==> config.mk <==
export PLATFORM = sky130hd
export DESIGN_NAME = scfk_cordic
export DESIGN_NICKNAME = d
export VERILOG_FILES = /design/src/hdl/scfk_pkg.sv /design/src/hdl/scfk_cordic.sv
export SDC_FILE = /design/constraint.sdc
export NUM_CORES = 2
export LEC_CHECK = 0
export BUFFER_PORTS_ARGS = -buffer_cell sky130_fd_sc_hd__buf_2
export CORE_MARGIN = 4
export CORE_UTILIZATION = 50
export DETAILED_ROUTE_END_ITERATION = 12
export GPL_TIMING_DRIVEN = 0
export PLACE_DENSITY = 0.66
export REMOVE_ABC_BUFFERS = 1
export SLEW_MARGIN = 20
export SYNTH_ARGS = -nofsm -noshare
export SYNTH_HDL_FRONTEND = slang
export SYNTH_SLANG_ARGS = --single-unit
==> constraint.sdc <==
create_clock -name i_clk -period 22.5 [get_ports i_clk]
set_clock_uncertainty 0.1 [all_clocks]
set_input_delay 2.25 -clock i_clk [delete_from_list [all_inputs] [get_ports i_clk]]
set_output_delay 2.25 -clock i_clk [all_outputs]
set_load 0.03 [all_outputs]
==> src/hdl/scfk_pkg.sv <==
package scfk_pkg;

    typedef enum logic [2:0] {
        OP_ROT     = 3'd0,
        OP_TAIL    = 3'd1,
        OP_ANGLE   = 3'd2,
        OP_MAP     = 3'd3,
        OP_COMPUTE = 3'd4
    } t_op;

    typedef enum logic [1:0] {
        CFG_LENGTH = 2'd0,
        CFG_COUNT  = 2'd1,
        CFG_JVC    = 2'd2
    } t_cfg;

    typedef enum logic [3:0] {
        ST_IDLE,
        ST_EMIT,
        ST_TAIL,
        ST_RDP,
        ST_CP,
        ST_WCP,
        ST_RDY,
        ST_CY,
        ST_WCY,
        ST_MAC
    } t_state;

    typedef enum logic [2:0] {
        CS_IDLE,
        CS_RED,
        CS_WRAP,
        CS_FOLD,
        CS_ITER,
        CS_FIN
    } t_cstate;

    localparam int DEF_MAX_LINKS        = 16;
    localparam int DEF_MAX_JOINT_VALUES = 32;
    localparam int DEF_CORDIC_STEPS     = 24;

    localparam int ZW = 35;
    typedef logic signed [ZW-1:0] t_cw;
    typedef logic signed [31:0]   t_word;

    localparam t_cw TWO_PI_Q30  = 35'sd6746518852;
    localparam t_cw PI_Q30      = 35'sd3373259426;
    localparam t_cw HALF_PI_Q30 = 35'sd1686629713;
    localparam t_cw CORDIC_GAIN = 35'sd652032874;
    localparam t_cw ONE_Q30     = 35'sd1073741824;

    function automatic logic [29:0] atan_q30(input logic [4:0] i);
        logic [29:0] v;
        case (i)
            5'd0:  v = 30'h3243F6A8;
            5'd1:  v = 30'h1DAC6705;
            5'd2:  v = 30'h0FADBAFC;
            5'd3:  v = 30'h07F56EA6;
            5'd4:  v = 30'h03FEAB76;
            5'd5:  v = 30'h01FFD55B;
            5'd6:  v = 30'h00FFFAAA;
            5'd7:  v = 30'h007FFF55;
            5'd8:  v = 30'h003FFFEA;
            5'd9:  v = 30'h001FFFFD;
            5'd10: v = 30'h000FFFFF;
            5'd11: v = 30'h0007FFFF;
            5'd12: v = 30'h0003FFFF;
            5'd13: v = 30'h0001FFFF;
            5'd14: v = 30'h0000FFFF;
            5'd15: v = 30'h00007FFF;
            5'd16: v = 30'h00003FFF;
            5'd17: v = 30'h00001FFF;
            5'd18: v = 30'h00000FFF;
            5'd19: v = 30'h000007FF;
            5'd20: v = 30'h000003FF;
            5'd21: v = 30'h000001FF;
            5'd22: v = 30'h000000FF;
            5'd23: v = 30'h0000007F;
            5'd24: v = 30'h0000003F;
            5'd25: v = 30'h0000001F;
            5'd26: v = 30'h0000000F;
            5'd27: v = 30'h00000008;
            5'd28: v = 30'h00000004;
            5'd29: v = 30'h00000002;
            5'd30: v = 30'h00000001;
            default: v = 30'h00000000;
        endcase
        return v;
    endfunction

endpackage

==> src/hdl/scfk_cordic.sv <==
module scfk_cordic import scfk_pkg::*; #(
    parameter int CORDIC_STEPS = DEF_CORDIC_STEPS
) (
    input  logic         i_clk,
    input  logic         i_rst_n,
    input  logic         i_start,
    input  logic signed [31:0] i_angle,
    output logic         o_done,
    output logic signed [31:0] o_sin,
    output logic signed [31:0] o_cos
);

    localparam int       MAGW      = 46;
    localparam logic [5:0] LAST_STEP = 6'(CORDIC_STEPS - 1);

    t_cstate r_state, n_state;

    logic [MAGW-1:0] r_mag;
    logic            r_neg;
    logic [3:0]      r_j;
    logic [5:0]      r_i;
    t_cw             r_x, r_y, r_z;
    logic            r_flip;

    logic [31:0]     ang_abs;
    logic [MAGW-1:0] step_sub;
    t_cw             z_raw, z_wrap, dx, dy, at, x_cl, y_cl, x_out, y_out;

    always_comb begin
        ang_abs  = i_angle[31] ? 32'(-i_angle) : i_angle;
        step_sub = MAGW'(TWO_PI_Q30) << r_j;
        z_raw    = $signed(r_mag[ZW-1:0]);
        if (r_neg) begin
            z_raw = -z_raw;
        end
        z_wrap = z_raw;
        if (z_raw > PI_Q30) begin
            z_wrap = z_raw - TWO_PI_Q30;
        end else if (z_raw <= -PI_Q30) begin
            z_wrap = z_raw + TWO_PI_Q30;
        end
        dx = r_y >>> r_i;
        dy = r_x >>> r_i;
        at = $signed({5'b0, atan_q30(r_i[4:0])});
        x_cl = (r_x > ONE_Q30) ? ONE_Q30 : ((r_x < -ONE_Q30) ? -ONE_Q30 : r_x);
        y_cl = (r_y > ONE_Q30) ? ONE_Q30 : ((r_y < -ONE_Q30) ? -ONE_Q30 : r_y);
        x_out = r_flip ? -x_cl : x_cl;
        y_out = r_flip ? -y_cl : y_cl;
    end

    always_comb begin
        n_state = r_state;
        unique case (r_state)
            CS_IDLE: if (i_start) n_state = CS_RED;
            CS_RED:  if (r_j == 4'd0) n_state = CS_WRAP;
            CS_WRAP: n_state = CS_FOLD;
            CS_FOLD: n_state = CS_ITER;
            CS_ITER: if (r_i == LAST_STEP) n_state = CS_FIN;
            CS_FIN:  n_state = CS_IDLE;
            default: n_state = CS_IDLE;
        endcase
    end

    always_comb begin
        o_done = (r_state == CS_FIN);
        o_sin  = y_out[31:0];
        o_cos  = x_out[31:0];
    end

    always_ff @(posedge i_clk) begin
        if (!i_rst_n) begin
            r_state <= CS_IDLE;
        end else begin
            r_state <= n_state;
        end
    end

    always_ff @(posedge i_clk) begin
        case (r_state)
            CS_IDLE: begin
                r_mag <= {ang_abs, 14'b0};
                r_neg <= i_angle[31];
                r_j   <= 4'd12;
            end
            CS_RED: begin
                if (r_mag >= step_sub) begin
                    r_mag <= r_mag - step_sub;
                end
                r_j <= r_j - 4'd1;
            end
            CS_WRAP: r_z <= z_wrap;
            CS_FOLD: begin
                if (r_z > HALF_PI_Q30) begin
                    r_z    <= r_z - PI_Q30;
                    r_flip <= 1'b1;
                end else if (r_z < -HALF_PI_Q30) begin
                    r_z    <= r_z + PI_Q30;
                    r_flip <= 1'b1;
                end else begin
                    r_flip <= 1'b0;
                end
                r_x <= CORDIC_GAIN;
                r_y <= '0;
                r_i <= '0;
            end
            CS_ITER: begin
                if (r_z >= 0) begin
                    r_x <= r_x - dx;
                    r_y <= r_y + dy;
                    r_z <= r_z - at;
                end else begin
                    r_x <= r_x + dx;
                    r_y <= r_y - dy;
                    r_z <= r_z + at;
                end
                r_i <= r_i + 6'd1;
            end
            default: ;
        endcase
    end

endmodule

==> qor.yml <==
status: "finished, final reports clean"
synth_xor_area_share_pct: 11.4
required_ps: 20150
seq_area_frac_synth_pct: 18.9
cts_setup_buffers: 0
final_cell_count_no_fill: 4355
wire_per_inst_microns: 21.1
worstPathMaxFanout: 13
period_minus_slack_ps: 8440
drive_gt1_share_pct: 10.0
syn_inst: 3620
cts_tree: "done"
antenna_cells: 0
synthMuxAreaShare_pct: 10.4
cp_slowest_stage_delay_ps: 920
synth_fa_ha_area_share_pct: 9.15
clock_path_buffers: 2
use_met3_pct: 3.72
synthSimpleGateAreaFrac_pct: 19.5
detail_route.iter0.violations: 2850
finalWirelength_microns: 91900
synth_top_family_by_area: "compound AO/OA/AOI/OAI gates"
track_usage_pct: 28.2
htreeDepth: 4
fin_crit_sh_pct: 37.5
dp_cells: 4320
use_met1_pct: 37.9
cts_root_buf: "clkbuf_16"
grt_pass1_wl_microns: 144000
initial_core_util_pct: 50.4
p_leak_uw: 0.0118
clk_pin_slew_ps: 80
yosysWarnings: 0
cap_violations: 0
die_h_microns: 249
synth_compound_area_share_pct: 26.3
io_pins: 100
drcViolationCount: 0
grt_max_degree: 68
die_area_sq_mm: 0.0620
hold_viol: 0
crit_chain: "nor4_1 -> nand4b_1 -> nand4b_1 -> or2_2 -> o21ai_0 -> nand2_1 -> o21ai_0 -> nand2_1 -> ha_1 -> nor2b_1 -> nor2_1 -> a311oi_1 -> buf_2"
die_x_microns: 249
crit_type: "register to output port"
coreArea_sq_mm: 0.0576
startpoint_type: "register"
power_density_mw_per_mm2: 65.2
hpwl_microns: 70200
tightest_slew_ps: 1120
setup_violations: 0
hp-class: "register to register"
drt-pass1-iter-count: 6
critPathSlowestCell: "nor4_1"
ir_worst_vdd_mv: 0.0829
grt-busiest-layer: "met2"
max_freq_mhz: 118
synth.distinct_cells: 98
cts_resized: 0
synth-edff-count: 161
ys_ff_latch: 194
ys.flop_type: "edfxtp_1"
r2r_slack_ps: 14380
num-nets-final: 3821
area_growth_pct: 6.90
ant_nets: 0
setup_tns_ps: 0
vias: 28328
slew_headroom_pct: 24.7
rsz0062_at_grt: "false"
arrival_ps: 6090
grtUsageMet2_pct: 46.4
postSynthAreaPerCell_sq_um: 8.02
worstSetupEndpointType: "output port"
gp_congestion: 0.977
power.total_uw: 2020
grt.overflow.total: 0
synth_area_sq_mm: 0.0290
num-fill-cells: 5518
vias_per_cell: 6.50
holdBufCountCts: 0
clkLatencyLatePin_ps: 530
drv_slew: 0
io_buffers: 99
grt_pass1_vias: 26066
cts_sinks: 194
row_count: 88
antenna_found_initial: 0
synth-async-reset-ratio_pct: 0
cts_buffers: 17
## worst max-delay path, delay by kind of cell, from the launching register on
| family | cells | cell delay (ps) |
|---|---|---|
| flip-flops | 1 | 570 |
| AND/OR/NAND/NOR | 8 | 3320 |
| adder cells (fa/ha/maj) | 1 | 390 |
| buffers and inverters | 1 | 260 |
| AO/OA/AOI/OAI | 3 | 1020 |
## cell usage after synthesis, drive strengths merged (44+ instances only)
cell	number	area (sq um)
nand2b	51	319
xor2	177	1550
a21o	72	541
a21oi	280	1400
nand2	312	1170
o31ai	58	435
clkbuf	151	567
or3	44	275
nor3	80	400
nor2	354	1330
o21ai	281	1410
buf	58	318
ha	205	2560
xnor2	201	1760
mux2i	84	841
edfxtp	161	4830
inv	94	353
nand3	62	310
a211oi	50	380
mux4	80	1810
## power by group
part / switching (uW) / internal (uW) / leakage, uW
Sequential: 84.4 / 471 / 0.00182
Clock: 164 / 161 / 0.000295
Combinational: 684 / 458 / 0.00966
## flip-flops by register name, summed over array words and instances (netlist names), 3 cells and up
register and flops:
r_mag 44, r_x 35, r_y 35, r_z 35, at 30, r_i 6
r_j 4, r_state 3
## cell usage in the layout (no fill, tap or decap), types with 30 or more instances in the layout
cell type  netlist  layout
nor2_1         354     352
nand2_1        312     310
a21oi_1        280     276
o21ai_0        260     260
ha_1           205     205
xnor2_1        201     201
xor2_1         177     177
edfxtp_1       161     161
buf_2           20      99
inv_1           91      89
mux2i_1         84      84
nor3_1          80      79
mux4_2          79      79
a21o_1          72      71
nand3_1         62      62
o31ai_1         58      58
nand2b_1        51      51
a211oi_1        49      49
or3_1           44      44
nor2b_1         39      39
o21a_1          39      39
a31oi_1         39      39
o41ai_1         38      38
or4_1           37      37
o211ai_1        37      37
a22oi_1         34      34
dfxtp_1         33      33
o22ai_1         31      30
nor4_1          32      30
## path summary, 6_finish.rpt
kind              startpoint        end  cells after the start
hold reg to reg        at[0]     r_z[0]                      2
hold / removal         at[0]     r_z[0]                      2
setup / recovery      r_x[4]  o_cos[20]                     13
setup reg to reg      r_i[0]    r_x[34]                     26
## area by class of cell
| class | instances | area (sq um) | share of cell area [%] |
|---|---|---|---|
| clock buffers | 21 | 492 | 1.58 |
| clock inverters | 11 | 101 | 0.327 |
| inverters | 95 | 362 | 1.17 |
| multi-input cells | 3121 | 22300 | 72.0 |
| flip-flops and latches | 194 | 5500 | 17.7 |
| well taps | 765 | 957 | 3.08 |
| repair buffers | 148 | 1280 | 4.12 |
## through the flow
stage | setup WS, ps | hold WS [ps] | utilization [%] | cell area [sq um]
6_report | 14060 | 667 | 53.9 | 31000
3_5_place_dp | 14460 | 642 | 52.8 | 30400
2_1_floorplan | 13760 | 501 | - | 28100
4_1_cts | 14050 | 658 | 53.8 | 31000
3_3_place_gp | 11710 | 639 | 51.4 | 29600
5_1_grt | 13610 | 680 | 53.9 | 31000
## layer usage
metal / wire length, microns / vias to the layer above
met3: 5330 / 180
met1: 40400 / 13573
li1: - / 13601
met5: 0 / -
met2: 42800 / 974
met4: 3340 / 0
## cell families (layout without fill, tap and decap cells)
logic type / after synthesis / count (layout)
AO/OA/AOI/OAI: 1165 / 1165
XOR/XNOR: 378 / 378
adder cells (fa/ha/maj): 210 / 210
buffers and inverters: 305 / 275
flip-flops: 194 / 194
multiplexers: 198 / 198
AND/OR/NAND/NOR: 1170 / 1170
Power figures use the tool's default switching activity.
